===== src/rtl/mtss_pkg.sv =====
`timescale 1ns / 1ps
`default_nettype none

package mtss_pkg;

	// Port widths; the stream data payloads are padded to whole bytes
	localparam int IN_DATA_W  = 136;
	localparam int IN_USER_W  = 3;
	localparam int OUT_DATA_W = 72;
	localparam int CFG_IDX_W  = 3;
	localparam int CFG_DATA_W = 16;

	// Item modes
	localparam logic [2:0] MODE_TICK  = 3'd0;
	localparam logic [2:0] MODE_STEP  = 3'd1;
	localparam logic [2:0] MODE_RAMP  = 3'd2;
	localparam logic [2:0] MODE_BIAS  = 3'd3;
	localparam logic [2:0] MODE_STOP  = 3'd4;

	// Register indexes
	localparam logic [CFG_IDX_W-1:0] REG_DRIVE_LIMIT = 3'd0;
	localparam logic [CFG_IDX_W-1:0] REG_PROBE_START = 3'd1;
	localparam logic [CFG_IDX_W-1:0] REG_PROBE_INC   = 3'd2;
	localparam logic [CFG_IDX_W-1:0] REG_PROBE_MAX   = 3'd3;
	localparam logic [CFG_IDX_W-1:0] REG_SETTLE      = 3'd4;
	localparam logic [CFG_IDX_W-1:0] REG_MOVE_THRESH = 3'd5;

	// Motor selection codes
	localparam logic [1:0] SEL_BOTH  = 2'd0;
	localparam logic [1:0] SEL_LEFT  = 2'd1;
	localparam logic [1:0] SEL_RIGHT = 2'd2;

	// Argument limits of a test start
	localparam logic [15:0] STEP_MAX_TICKS = 16'd10000;
	localparam logic [15:0] RAMP_MIN_TICKS = 16'd50;
	localparam logic [15:0] RAMP_MAX_TICKS = 16'd5000;

	// Register reset values
	localparam logic [14:0] RST_DRIVE_LIMIT = 15'd8000;
	localparam logic [14:0] RST_PROBE_START = 15'd2000;
	localparam logic [14:0] RST_PROBE_INC   = 15'd100;
	localparam logic [14:0] RST_PROBE_MAX   = 15'd7000;
	localparam logic [15:0] RST_SETTLE      = 16'd300;
	localparam logic [15:0] RST_MOVE_THRESH = 16'd40;

	typedef enum logic [3:0] {
		KIND_IDLE = 4'b0001,
		KIND_STEP = 4'b0010,
		KIND_RAMP = 4'b0100,
		KIND_BIAS = 4'b1000
	} kind_t;

	typedef struct packed {
		logic [2:0]         mode;
		logic signed [15:0] level_mv;
		logic signed [15:0] end_mv;
		logic signed [15:0] increment_mv;
		logic [15:0]        span_ticks;
		logic [7:0]         motor_choice;
		logic signed [31:0] left_count;
		logic signed [31:0] right_count;
	} item_t;

	typedef struct packed {
		logic [14:0] drive_limit_mv;
		logic [14:0] probe_start_mv;
		logic [14:0] probe_increment_mv;
		logic [14:0] probe_max_mv;
		logic [15:0] probe_settle_ticks;
		logic [15:0] move_threshold;
	} cfg_t;

	typedef struct packed {
		logic signed [15:0] left_drive_mv;
		logic signed [15:0] right_drive_mv;
		logic               active;
		logic               status;
		logic               clear_counts;
		logic signed [15:0] bias_left_mv;
		logic signed [15:0] bias_right_mv;
	} result_t;

	typedef struct packed {
		logic signed [15:0] left;
		logic signed [15:0] right;
	} drive_pair_t;

	// Route one level to the selected motors, zero to the other
	function automatic drive_pair_t drive_split(input logic [1:0] sel,
			input logic signed [15:0] mv);
		drive_pair_t d;
		case (sel)
			SEL_LEFT: begin
				d.left  = mv;
				d.right = '0;
			end
			SEL_RIGHT: begin
				d.left  = '0;
				d.right = mv;
			end
			default: begin
				d.left  = mv;
				d.right = mv;
			end
		endcase
		return d;
	endfunction

endpackage

`default_nettype wire


===== src/rtl/mtss_move_det.sv =====
`timescale 1ns / 1ps
`default_nettype none

module mtss_move_det #(
	parameter int COUNT_BITS = 32
) (
	input  wire logic [COUNT_BITS-1:0] now_cnt,
	input  wire logic [COUNT_BITS-1:0] base_cnt,
	input  wire logic [15:0]           threshold,
	output logic                       moved
);

	logic [COUNT_BITS-1:0] diff;
	logic [COUNT_BITS-1:0] mag;

	// Wrapping difference read as signed; the most negative value keeps its magnitude
	assign diff  = now_cnt - base_cnt;
	assign mag   = diff[COUNT_BITS-1] ? (~diff + COUNT_BITS'(1)) : diff;
	assign moved = (mag >= COUNT_BITS'(threshold));

endmodule

`default_nettype wire


===== src/rtl/mtss_engine.sv =====
`timescale 1ns / 1ps
`default_nettype none

module mtss_engine #(
	parameter int COUNT_BITS = 32
) (
	input  wire logic             clk,
	input  wire logic             arst_n,
	input  wire logic             fire,
	input  wire mtss_pkg::item_t  item,
	input  wire mtss_pkg::cfg_t   cfg,
	output mtss_pkg::result_t     res
);

	import mtss_pkg::*;

	kind_t                   kind_q, kind_nxt;
	logic [1:0]              sel_q, sel_nxt;
	logic signed [15:0]      step_level_q, step_level_nxt;
	logic [13:0]             step_rem_q, step_rem_nxt;
	logic signed [17:0]      ramp_level_q, ramp_level_nxt;
	logic signed [15:0]      ramp_end_q, ramp_end_nxt;
	logic signed [15:0]      ramp_inc_q, ramp_inc_nxt;
	logic [12:0]             ramp_period_q, ramp_period_nxt;
	logic [12:0]             ramp_elapsed_q, ramp_elapsed_nxt;
	logic [15:0]             probe_q, probe_nxt;
	logic [15:0]             settle_q, settle_nxt;
	logic [COUNT_BITS-1:0]   base_q, base_nxt;
	logic                    phase_q, phase_nxt;
	logic signed [15:0]      found_l_q, found_l_nxt;
	logic signed [15:0]      found_r_q, found_r_nxt;
	drive_pair_t             held_q, held_nxt;

	logic                    status;
	logic                    clr;
	logic                    enter_left;
	logic                    enter_right;
	logic                    go_idle;

	logic signed [16:0]      lim_p, lim_n, lvl17, end17;
	logic                    step_bad, ramp_bad;
	logic signed [15:0]      inc_fix;
	logic [1:0]              choice_sel;
	logic [12:0]             el_inc;
	logic signed [17:0]      ramp_sum, end18;
	logic                    ramp_past;
	logic [15:0]             probe_sum;
	logic [COUNT_BITS-1:0]   now_cnt;
	logic                    moved;

	assign lim_p = signed'({2'b00, cfg.drive_limit_mv});
	assign lim_n = -lim_p;
	assign lvl17 = {item.level_mv[15], item.level_mv};
	assign end17 = {item.end_mv[15], item.end_mv};

	assign step_bad = (item.span_ticks == '0) || (item.span_ticks > STEP_MAX_TICKS) ||
		(lvl17 < lim_n) || (lvl17 > lim_p);
	assign ramp_bad = (item.increment_mv == '0) || (item.span_ticks < RAMP_MIN_TICKS) ||
		(item.span_ticks > RAMP_MAX_TICKS) || (lvl17 < lim_n) || (lvl17 > lim_p) ||
		(end17 < lim_n) || (end17 > lim_p);

	// Point the increment towards the end level; saturate the one value with no negation
	always_comb begin
		inc_fix = item.increment_mv;
		if ((item.level_mv < item.end_mv && item.increment_mv < 0) ||
				(item.level_mv > item.end_mv && item.increment_mv > 0)) begin
			inc_fix = (item.increment_mv == 16'sh8000) ? 16'sh7fff : -item.increment_mv;
		end
	end

	assign choice_sel = (item.motor_choice > 8'd2) ? SEL_BOTH : item.motor_choice[1:0];

	assign el_inc    = ramp_elapsed_q + 13'd1;
	assign ramp_sum  = ramp_level_q + {{2{ramp_inc_q[15]}}, ramp_inc_q};
	assign end18     = {{2{ramp_end_q[15]}}, ramp_end_q};
	assign ramp_past = ((ramp_inc_q > 0) && (ramp_sum > end18)) ||
		((ramp_inc_q < 0) && (ramp_sum < end18));

	assign probe_sum = probe_q + {1'b0, cfg.probe_increment_mv};
	assign now_cnt   = phase_q ? item.right_count[COUNT_BITS-1:0] :
		item.left_count[COUNT_BITS-1:0];

	mtss_move_det #(
		.COUNT_BITS(COUNT_BITS)
	) u_move_det (
		.now_cnt  (now_cnt),
		.base_cnt (base_q),
		.threshold(cfg.move_threshold),
		.moved    (moved)
	);

	always_comb begin
		kind_nxt         = kind_q;
		sel_nxt          = sel_q;
		step_level_nxt   = step_level_q;
		step_rem_nxt     = step_rem_q;
		ramp_level_nxt   = ramp_level_q;
		ramp_end_nxt     = ramp_end_q;
		ramp_inc_nxt     = ramp_inc_q;
		ramp_period_nxt  = ramp_period_q;
		ramp_elapsed_nxt = ramp_elapsed_q;
		probe_nxt        = probe_q;
		settle_nxt       = settle_q;
		base_nxt         = base_q;
		phase_nxt        = phase_q;
		found_l_nxt      = found_l_q;
		found_r_nxt      = found_r_q;
		held_nxt         = held_q;
		status           = 1'b0;
		clr              = 1'b0;
		enter_left       = 1'b0;
		enter_right      = 1'b0;
		go_idle          = 1'b0;

		case (item.mode)
			MODE_TICK: begin
				case (kind_q)
					KIND_STEP: begin
						if (step_rem_q != '0) begin
							step_rem_nxt = step_rem_q - 14'd1;
							held_nxt     = drive_split(sel_q, step_level_q);
						end else begin
							go_idle = 1'b1;
						end
					end
					KIND_RAMP: begin
						if (el_inc >= ramp_period_q) begin
							ramp_elapsed_nxt = '0;
							ramp_level_nxt   = ramp_sum;
							if (ramp_past) begin
								go_idle = 1'b1;
							end else begin
								held_nxt = drive_split(sel_q, ramp_sum[15:0]);
							end
						end else begin
							ramp_elapsed_nxt = el_inc;
							held_nxt         = drive_split(sel_q, ramp_level_q[15:0]);
						end
					end
					KIND_BIAS: begin
						if (settle_q != '0) begin
							settle_nxt = settle_q - 16'd1;
							held_nxt   = drive_split(sel_q, signed'(probe_q));
						end else if (moved) begin
							if (!phase_q) begin
								found_l_nxt = signed'(probe_q);
								enter_right = 1'b1;
							end else begin
								found_r_nxt = signed'(probe_q);
								go_idle     = 1'b1;
							end
						end else if (probe_sum > {1'b0, cfg.probe_max_mv}) begin
							if (!phase_q) begin
								found_l_nxt = -16'sd1;
								enter_right = 1'b1;
							end else begin
								found_r_nxt = -16'sd1;
								go_idle     = 1'b1;
							end
						end else begin
							probe_nxt  = probe_sum;
							settle_nxt = cfg.probe_settle_ticks;
							base_nxt   = now_cnt;
							held_nxt   = drive_split(sel_q, signed'(probe_sum));
						end
					end
					default: begin
						go_idle = 1'b1;
					end
				endcase
			end
			MODE_STEP: begin
				if (step_bad) begin
					status = 1'b1;
				end else begin
					kind_nxt       = KIND_STEP;
					step_level_nxt = item.level_mv;
					step_rem_nxt   = item.span_ticks[13:0];
					sel_nxt        = choice_sel;
					held_nxt       = drive_split(choice_sel, item.level_mv);
				end
			end
			MODE_RAMP: begin
				if (ramp_bad) begin
					status = 1'b1;
				end else begin
					kind_nxt         = KIND_RAMP;
					ramp_level_nxt   = {{2{item.level_mv[15]}}, item.level_mv};
					ramp_end_nxt     = item.end_mv;
					ramp_inc_nxt     = inc_fix;
					ramp_period_nxt  = item.span_ticks[12:0];
					ramp_elapsed_nxt = '0;
					sel_nxt          = choice_sel;
					held_nxt         = drive_split(choice_sel, item.level_mv);
				end
			end
			MODE_BIAS: begin
				kind_nxt    = KIND_BIAS;
				found_l_nxt = '0;
				found_r_nxt = '0;
				enter_left  = 1'b1;
			end
			MODE_STOP: begin
				kind_nxt = KIND_IDLE;
			end
			default: begin
			end
		endcase

		if (go_idle) begin
			kind_nxt = KIND_IDLE;
			held_nxt = '0;
		end

		// Start a probe phase: fresh level, settle count and encoder baseline
		if (enter_left || enter_right) begin
			phase_nxt  = enter_right;
			sel_nxt    = enter_right ? SEL_RIGHT : SEL_LEFT;
			probe_nxt  = {1'b0, cfg.probe_start_mv};
			settle_nxt = cfg.probe_settle_ticks;
			base_nxt   = '0;
			held_nxt   = drive_split(enter_right ? SEL_RIGHT : SEL_LEFT,
				signed'({1'b0, cfg.probe_start_mv}));
			clr        = 1'b1;
		end
	end

	always_comb begin
		res.left_drive_mv  = held_nxt.left;
		res.right_drive_mv = held_nxt.right;
		res.active         = (kind_nxt != KIND_IDLE);
		res.status         = status;
		res.clear_counts   = clr;
		res.bias_left_mv   = found_l_nxt;
		res.bias_right_mv  = found_r_nxt;
	end

	always_ff @(posedge clk or negedge arst_n) begin
		if (!arst_n) begin
			kind_q         <= KIND_IDLE;
			sel_q          <= SEL_BOTH;
			step_level_q   <= '0;
			step_rem_q     <= '0;
			ramp_level_q   <= '0;
			ramp_end_q     <= '0;
			ramp_inc_q     <= '0;
			ramp_period_q  <= '0;
			ramp_elapsed_q <= '0;
			probe_q        <= '0;
			settle_q       <= '0;
			base_q         <= '0;
			phase_q        <= 1'b0;
			found_l_q      <= '0;
			found_r_q      <= '0;
			held_q         <= '0;
		end else if (fire) begin
			kind_q         <= kind_nxt;
			sel_q          <= sel_nxt;
			step_level_q   <= step_level_nxt;
			step_rem_q     <= step_rem_nxt;
			ramp_level_q   <= ramp_level_nxt;
			ramp_end_q     <= ramp_end_nxt;
			ramp_inc_q     <= ramp_inc_nxt;
			ramp_period_q  <= ramp_period_nxt;
			ramp_elapsed_q <= ramp_elapsed_nxt;
			probe_q        <= probe_nxt;
			settle_q       <= settle_nxt;
			base_q         <= base_nxt;
			phase_q        <= phase_nxt;
			found_l_q      <= found_l_nxt;
			found_r_q      <= found_r_nxt;
			held_q         <= held_nxt;
		end
	end

	a_clr_enters_bias: assert property (@(posedge clk) disable iff (!arst_n)
		(fire && clr) |=> (kind_q == KIND_BIAS && base_q == '0))
		else $error("encoder clear without a fresh bias phase");

	a_reject_holds: assert property (@(posedge clk) disable iff (!arst_n)
		(fire && status) |=> ($stable(kind_q) && $stable(held_q) && $stable(sel_q)))
		else $error("rejected start changed the running test");

	a_ramp_elapsed: assert property (@(posedge clk) disable iff (!arst_n)
		(kind_q == KIND_RAMP) |-> (ramp_elapsed_q < ramp_period_q))
		else $error("ramp elapsed count reached its period");

	a_bias_sel: assert property (@(posedge clk) disable iff (!arst_n)
		(kind_q == KIND_BIAS) |->
		((phase_q && sel_q == SEL_RIGHT) || (!phase_q && sel_q == SEL_LEFT)))
		else $error("bias phase and motor selection disagree");

endmodule

`default_nettype wire


===== src/rtl/motor_test_stimulus_sequencer_core.sv =====
`timescale 1ns / 1ps
`default_nettype none

// Motor test stimulus sequencer. Every input transaction is a 1 ms tick, a test start
// (step, ramp or bias search, selected by s_tuser) or a stop, and produces exactly one
// output transaction carrying the left and right drive commands in millivolts, the
// active and rejected-start flags, an encoder clear pulse and the bias search results.
// A start with a bad argument is answered with status set and leaves the running test
// and its drive untouched. One transaction is taken every clock while the result side
// is ready. The input register takes a transaction at the accepting edge; the test state
// update then loads the result register when the transaction advances, which waits while
// an earlier result is still held and not being taken, and m_tvalid shows the new result.
// Both registers keep their data under back-pressure: while a result waits, the input
// register still takes one more transaction, then s_tready drops until the result goes.
// Registers are written through cfg_we/cfg_index/cfg_data and must only be changed
// while no transaction is in flight; indexes past the last register are ignored.
// COUNT_BITS sets how many low bits of the encoder counts take part in the movement
// check.
module motor_test_stimulus_sequencer_core #(
	parameter int COUNT_BITS = 32
) (
	input  wire logic                                 clk,
	input  wire logic                                 arst_n,
	// level_mv[15:0], end_mv[31:16], increment_mv[47:32], span_ticks[63:48],
	// motor_choice[71:64], left_count[103:72], right_count[135:104]
	input  wire logic                                 s_tvalid,
	output logic                                      s_tready,
	input  wire logic [mtss_pkg::IN_DATA_W-1:0]       s_tdata,
	// mode[2:0]
	input  wire logic [mtss_pkg::IN_USER_W-1:0]       s_tuser,
	// left_drive_mv[15:0], right_drive_mv[31:16], active[32], status[33],
	// clear_counts[34], bias_left_mv[50:35], bias_right_mv[66:51], zero[71:67]
	output logic                                      m_tvalid,
	input  wire logic                                 m_tready,
	output logic [mtss_pkg::OUT_DATA_W-1:0]           m_tdata,
	input  wire logic                                 cfg_we,
	input  wire logic [mtss_pkg::CFG_IDX_W-1:0]       cfg_index,
	input  wire logic [mtss_pkg::CFG_DATA_W-1:0]      cfg_data
);

	import mtss_pkg::*;

	cfg_t    cfg_q;
	item_t   item_s1;
	logic    valid_s1;
	result_t res_s2;
	logic    valid_s2;
	result_t res_nxt;
	logic    advance;

	// Register file: write in place, no read-back
	always_ff @(posedge clk or negedge arst_n) begin
		if (!arst_n) begin
			cfg_q.drive_limit_mv     <= RST_DRIVE_LIMIT;
			cfg_q.probe_start_mv     <= RST_PROBE_START;
			cfg_q.probe_increment_mv <= RST_PROBE_INC;
			cfg_q.probe_max_mv       <= RST_PROBE_MAX;
			cfg_q.probe_settle_ticks <= RST_SETTLE;
			cfg_q.move_threshold     <= RST_MOVE_THRESH;
		end else if (cfg_we) begin
			case (cfg_index)
				REG_DRIVE_LIMIT: cfg_q.drive_limit_mv     <= cfg_data[14:0];
				REG_PROBE_START: cfg_q.probe_start_mv     <= cfg_data[14:0];
				REG_PROBE_INC:   cfg_q.probe_increment_mv <= cfg_data[14:0];
				REG_PROBE_MAX:   cfg_q.probe_max_mv       <= cfg_data[14:0];
				REG_SETTLE:      cfg_q.probe_settle_ticks <= cfg_data;
				REG_MOVE_THRESH: cfg_q.move_threshold     <= cfg_data;
				default: begin
				end
			endcase
		end
	end

	// Advance the held transaction into the result register once that register is free
	assign advance  = valid_s1 && (!valid_s2 || m_tready);
	assign s_tready = !valid_s1 || advance;

	always_ff @(posedge clk or negedge arst_n) begin
		if (!arst_n) begin
			valid_s1 <= 1'b0;
		end else if (s_tready) begin
			valid_s1 <= s_tvalid;
		end
	end

	// Input register: unpack the transaction, hold it while the result side stalls
	always_ff @(posedge clk) begin
		if (s_tvalid && s_tready) begin
			item_s1.mode         <= s_tuser;
			item_s1.level_mv     <= s_tdata[15:0];
			item_s1.end_mv       <= s_tdata[31:16];
			item_s1.increment_mv <= s_tdata[47:32];
			item_s1.span_ticks   <= s_tdata[63:48];
			item_s1.motor_choice <= s_tdata[71:64];
			item_s1.left_count   <= s_tdata[103:72];
			item_s1.right_count  <= s_tdata[135:104];
		end
	end

	// Test state, updated each time a transaction advances
	mtss_engine #(
		.COUNT_BITS(COUNT_BITS)
	) u_engine (
		.clk   (clk),
		.arst_n(arst_n),
		.fire  (advance),
		.item  (item_s1),
		.cfg   (cfg_q),
		.res   (res_nxt)
	);

	always_ff @(posedge clk or negedge arst_n) begin
		if (!arst_n) begin
			valid_s2 <= 1'b0;
		end else if (advance) begin
			valid_s2 <= 1'b1;
		end else if (m_tready) begin
			valid_s2 <= 1'b0;
		end
	end

	// Result register: load on advance, otherwise hold
	always_ff @(posedge clk) begin
		if (advance) begin
			res_s2 <= res_nxt;
		end
	end

	assign m_tvalid = valid_s2;
	assign m_tdata  = {5'b0, res_s2.bias_right_mv, res_s2.bias_left_mv,
		res_s2.clear_counts, res_s2.status, res_s2.active,
		res_s2.right_drive_mv, res_s2.left_drive_mv};

endmodule

`default_nettype wire


===== config.mk =====
export PLATFORM = sky130hd
export DESIGN_NAME = motor_test_stimulus_sequencer_core
export DESIGN_NICKNAME = d
export VERILOG_FILES = /design/src/rtl/mtss_pkg.sv /design/src/rtl/mtss_move_det.sv /design/src/rtl/mtss_engine.sv /design/src/rtl/motor_test_stimulus_sequencer_core.sv
export SDC_FILE = /design/constraint.sdc
export NUM_CORES = 1
export LEC_CHECK = 0
export BUFFER_PORTS_ARGS = -buffer_cell sky130_fd_sc_hd__buf_2
export CAP_MARGIN = 20
export CORE_MARGIN = 2
export CORE_UTILIZATION = 41
export CTS_CLUSTER_DIAMETER = 100
export DETAILED_ROUTE_END_ITERATION = 10
export PLACE_DENSITY = 0.6
export SYNTH_ARGS = -nofsm -noshare
export SYNTH_HDL_FRONTEND = slang
export SYNTH_SLANG_ARGS = --single-unit
export TNS_END_PERCENT = 10

===== constraint.sdc =====
create_clock -name clk -period 9.5 [get_ports clk]
set_clock_uncertainty 0.15 [all_clocks]
set_input_delay 0.95 -clock clk [delete_from_list [all_inputs] [get_ports clk]]
set_output_delay 0.95 -clock clk [all_outputs]
set_load 0.02 [all_outputs]

# Word-level counts from Yosys, hierarchy flattened
# Cells that the tools add are included.
# Widths: inputs -> output; s select.
[totals]
register_bits = 541
latch_bits = 0
ram_bits = 0
rom_bits = 0
input_bits = 163
out_inout_bits = 74
wordCells = 252
memories = 0
[classes]
addsub = 9
mul = 0
div_mod_pow = 0
magnitude_cmp = 19
eq_ne = 33
n_shift = 0
mux = 99
bitwise_logic = 3
reduce_logical = 49
[ops]
columns = ["cell", "count"]
rows = [
  ["$mux 32", 18],
  ["$mux 16", 26],
  ["$pmux 32 s2", 6],
  ["$pmux 32 s3", 2],
  ["$pmux 16 s2", 2],
  ["$pmux 31 s2", 1],
  ["$mux 18", 3],
  ["$gt 16x16->1", 3],
  ["$mux 14", 3],
  ["$mux 13", 3],
  ["$pmux 18 s2", 1],
  ["$lt 16x17->1", 2],
  ["$add 32x1->32 const B", 1],
  ["$ge 32x16->1", 1],
  ["$gt 16x1->1 const B", 2],
  ["$logic_not 16->1", 2],
  ["$lt 16x1->1 const B", 2],
  ["$not 32->32", 1],
  ["$sub 32x32->32", 1],
  ["$pmux 14 s2", 1],
  ["$pmux 13 s2", 1],
  ["$mux 1", 20],
  ["$add 18x18->18", 1],
  ["$gt 18x16->1", 1],
  ["other kinds (48)", 108],
]

# Longest topological paths before layout
[depth]
depth_word = 14
ltp_mapped = 33

# By module
# A second synthesis with hierarchy kept.
[hier_totals]
hier_cells = 3347
hier_area_um2 = 33409.5
[modules_own_cells]
columns = ["mod", "instances", "cells_each", "area_each_um2", "seq_area_each_um2"]
rows = [
  ["mtss_engine", 1, 2397, 19867.8, 6032.0],
  ["motor_test_stimulus_sequencer_core", 1, 420, 10019.6, 8573.2],
  ["mtss_move_det", 1, 530, 3522.1, 0.0],
]

# Worst setup path before layout
# Ideal clock, no wire load.
[synth_timing]
path_type = "reg2reg"
startpoint = "register u_engine.phase_q"
endpoint = "register u_engine.held_q[27] (netlist name)"
t_arrival_ps = 7096
required_ps = 9225
path_slack_ps = 2130
stages_incl_launch_ff = 31
period_less_slack_ps = 7370
path_cell_list = "dfrtp_1 > clkbuf_1 > clkbuf_1 > mux2i_1 > inv_1 > ha_1 > clkbuf_1 > o21a_1 > o31a_1 > o21a_1 > o2111a_1 > o21ai_1 > nand3_1 > clkbuf_1 > clkbuf_1 > nand2_1 > o21ai_0 > ha_1 > a21o_1 > a21o_1 > a21o_1 > a211oi_1 > o21ai_0 > a211o_1 > a221oi_1 > o2111ai_1 > nand4b_4 > or4_1 > a221o_1 > a32o_1 > mux2_2"
[synth_rtl]
columns = ["item", "line", "text"]
rows = [
  ["start: declaration", "mtss_engine.sv:29", "logic phase_q, phase_nxt;"],
  ["start signal: assignment", "mtss_engine.sv:269", "phase_q <= phase_nxt;"],
  ["end signal: assignment", "mtss_engine.sv:272", "held_q <= held_nxt;"],
  ["end: declaration", "mtss_engine.sv:32", "drive_pair_t held_q, held_nxt;"],
]

==> results.sh <==
export IMPL_yosysTopAreaCell="dfrtp_1"
export IMPL_drive_gt1_share_pct=15.61
export IMPL_regToRegStartpoint="u_engine.phase_q$_DFFE_PN0P_"
export IMPL_cts_hold_fix_buffers=0
export IMPL_syn_avg_cell_area_sq_um=9.527
export IMPL_drt_initial_drc_count=3031
export IMPL_cts_setup_buffers=0
export IMPL_async_flop_share_pct=61.92
export IMPL_reg2reg_to="u_engine.held_q[31]$_DFFE_PN0P_"
export IMPL_synth_most_common_cell="nand2_1"
export IMPL_synth_cell_area_sq_um=33640
export IMPL_p_comb_share_pct=38.6
export IMPL_ys_seq_area_share_pct=43.42
export IMPL_p_int_uw=5599
export IMPL_grt_overflow=0
export IMPL_outcome="finished, final reports clean"
export IMPL_dp_cells=4713
export IMPL_r2r_cells=26
export IMPL_cpMaxStageDelayCell="nor3_4"
export IMPL_seqPwrFrac_pct=35.1
export IMPL_root_buffer="clkbuf_16"
export IMPL_clk_pin_slew_ns=0.06
export IMPL_cts_tree="done"
export IMPL_drcViolationCount=0
export IMPL_swShare_pct=40.08
export IMPL_first_global_vias=27870
export IMPL_cpPeakStageDelay_ns=0.82
export IMPL_drtAntennaViolNets=0
export IMPL_clock_sinks=541
export IMPL_htreeDepth=2
export IMPL_hold_ws_ns=0.1407
export IMPL_dpl_hpwl_mm=81.41
export IMPL_crit_type="reg2reg"
export IMPL_postCtsResizedCells=0
export IMPL_synthFlopType="dfrtp_1"
export IMPL_rrSetupSlack_ns=1.27
export IMPL_yosys_top_cells_area="dfrtp_1 (23%), edfxtp_1 (18%), ha_1 (8.0%)"
export IMPL_cts_buffer_depth=3
export IMPL_p_leak_uw=0.01606
export IMPL_syn2layout_area_growth_pct=13.29
export IMPL_path_buf_inv=3
export IMPL_ioPinCount=237
export IMPL_critPathArrivalTime_ns=8.67
export IMPL_first_pass_iters=7
export IMPL_grt_pass1_wl_mm=171.1
export IMPL_endpoint_kind="flop"
export IMPL_crit_family="compound AO/OA/AOI/OAI gates"
export IMPL_hold_viol=0
export IMPL_clkPwrFrac_pct=26.3
export IMPL_antenna_found_initial=8
export IMPL_pwr_density_cell_nw_per_um2=245.2
export IMPL_core_area_sq_um=81720
export IMPL_syn_inst=3531
export IMPL_routabilityCongestion=0.9847
export IMPL_ys_top_cells_by_count="nand2_1 (383), dfrtp_1 (306), inv_1 (218), ha_1 (214)"
export IMPL_finalPower_uw=9343
export IMPL_wl_mm=112.2
export IMPL_vdd_drop_max_uv=161.7
export IMPL_start_util_pct=41.17
export IMPL_power_switching_uw=3744
export IMPL_tns_ns=0
export IMPL_dieArea_sq_um=84350
export IMPL_clock_latency_ns=0.65
export IMPL_setup_viol=0
export IMPL_yosys_warnings=0
export IMPL_portBuffers=231
export IMPL_grt_max_degree=135
export IMPL_max_slew_margin_rel_pct=24.03
export IMPL_fin_crit_sh_pct=86.61
export IMPL_cp_max_fo=21
export IMPL_fin_cells=4832
export IMPL_ys_types=100
export IMPL_crit_top_cell="a21o_1"
export IMPL_gr_usage_all_layers_pct=26.11
export IMPL_ys_seq_elements=541
export IMPL_fin_crit_ns=8.228
export IMPL_max_freq_mhz=121.5
export IMPL_cap_violations=0
export IMPL_die_h_microns=290.4
export IMPL_row_count=105
export IMPL_worstSetupStartpointType="flop"
export IMPL_die_x_microns=290.4
export IMPL_vias=29010
export IMPL_worstMarginPinSlew_ns=1.138
export IMPL_via_per_inst=6.004
export IMPL_finalMaxSlewViolations=0
export IMPL_rsz0062_at_grt="no"
export IMPL_post_route_util_pct=46.64
export IMPL_hp_class="in2async"
export IMPL_synth_edff_count=206
export IMPL_nNetsFinal=4088
export IMPL_cts_buffers=61
export IMPL_wl_per_cell_microns=23.23
export IMPL_required_ns=9.94
export IMPL_synth_top_area_share_pct=22.76
[area by class of cell]
cell class / count / area (sq um)
tap: 1070 / 1339
multi-input combinational: 2593 / 17630
inverter: 221 / 832.0
clock buffer: 84 / 1695
timing repair buffer: 290 / 1642
sequential: 541 / 14610
clock inverter: 32 / 365.4
antenna: 1 / 2.502
fill: 7829 / 43610
[registers in the layout (all words and copies together) (netlist names)]
| signal | flops |
|---|---|
| item_s1 | 139 |
| cfg_q | 92 |
| m_tdata | 67 |
| u_engine.base_q | 32 |
| u_engine.held_q | 32 |
| u_engine.ramp_level_q | 18 |
| u_engine.found_l_q | 16 |
| u_engine.found_r_q | 16 |
| u_engine.probe_q | 16 |
| u_engine.ramp_end_q | 16 |
| u_engine.ramp_inc_q | 16 |
| u_engine.settle_q | 16 |
| u_engine.step_level_q | 16 |
| u_engine.step_rem_q | 14 |
| u_engine.ramp_elapsed_q | 13 |
| u_engine.ramp_period_q | 13 |
| u_engine.kind_q | 4 |
| u_engine.sel_q | 2 |
| m_tvalid | 1 |
| u_engine.phase_q | 1 |
| valid_s1 | 1 |
[worst max path at each step]
stage / cells past startpoint / to / slack (ns) / from
6_report: 26 / u_engine.held_q[31]$_DFFE_PN0P_ / 1.27 / u_engine.phase_q$_DFFE_PN0P_
5_1_grt: 27 / u_engine.held_q[31]$_DFFE_PN0P_ / 0.66 / u_engine.phase_q$_DFFE_PN0P_
4_1_cts: 26 / u_engine.held_q[31]$_DFFE_PN0P_ / 1.23 / u_engine.phase_q$_DFFE_PN0P_
3_5_place_dp: 26 / u_engine.held_q[31]$_DFFE_PN0P_ / 1.27 / u_engine.phase_q$_DFFE_PN0P_
3_3_place_gp: 26 / u_engine.held_q[31]$_DFFE_PN0P_ / 1.38 / u_engine.phase_q$_DFFE_PN0P_
2_1_floorplan: 30 / u_engine.held_q[27]$_DFFE_PN0P_ / 2.13 / u_engine.phase_q$_DFFE_PN0P_
[power groups by stage]
stage               registers, uW  clock network, uW  logic, uW
CTS                          3260               2510       3540
global placement             3300                  0       3500
floorplan                    3110                  0       2500
finish                       3280               2450       3610
global route                 3310               2600       3980
detailed placement           3300                  0       3520
[cells by family after synthesis]
group | count (synthesis) | synth area share (%)
other cells | 1 | 0.01115
compound gates | 1110 | 21.74
fa+ha+maj | 217 | 8.138
flops | 541 | 43.42
mux | 175 | 5.631
buf+inv | 401 | 4.597
xor+xnor | 88 | 2.291
simple gates | 998 | 14.17
[through the flow]
step,setup WS [ns],cell area [sq um]
3_5_place_dp,1.268,36020
2_1_floorplan,2.130,33650
6_report,1.272,38110
3_3_place_gp,1.377,36020
5_1_grt,0.6578,38110
4_1_cts,1.229,38080
[worst register-to-register path, stage by stage, from the launching register on]
cell	delay, ns
dfrtp_2	0.77
buf_4	0.45
mux2i_1	0.27
inv_1	0.07
ha_1	0.41
a21oi_1	0.24
o211ai_1	0.13
a221oi_1	0.40
nor2_1	0.10
o21ai_1	0.11
nand3_1	0.42
o21ai_0	0.33
ha_1	0.27
a21o_1	0.16
a21o_1	0.17
a21o_1	0.17
a211oi_1	0.20
o21ai_0	0.14
a211o_1	0.28
a221oi_1	0.32
o2111ai_1	0.23
nand4b_4	0.30
nor3_4	0.82
o21ai_1	0.46
buf_4	0.33
nor3_1	0.28
mux2_2	0.20
[metal layers]
metal  vias up  share of wire [%]  GRT usage [%]
met5         -              0.097              0
met1     14000                 41          34.19
li1      13500                  -              -
met3       270                8.5          5.376
met2      1227                 45          42.18
met4        14                4.7          10.75
[layout by cell type (no fill, tap or decap), drive strengths merged, types with 17 or more instances in the layout]
master    n
a21o     58
a21oi   209
a222oi   17
a22o     22
a22oi    67
a311oi   18
a31oi    59
and2     20
and3     29
buf     289
clkbuf   85
dfrtp   306
dfstp    29
edfxtp  206
ha      214
inv     224
mux2    114
mux2i    61
nand2   383
nand2b   27
nand3    77
nand4    34
nor2    194
nor2b    24
nor3     80
nor4     25
o211ai   43
o21a     30
o21ai   331
o22ai    35
o31ai    25
or2      18
or3      25
xnor2    63
xor2     25
No activity file was read; power rests on OpenSTA's default activity.
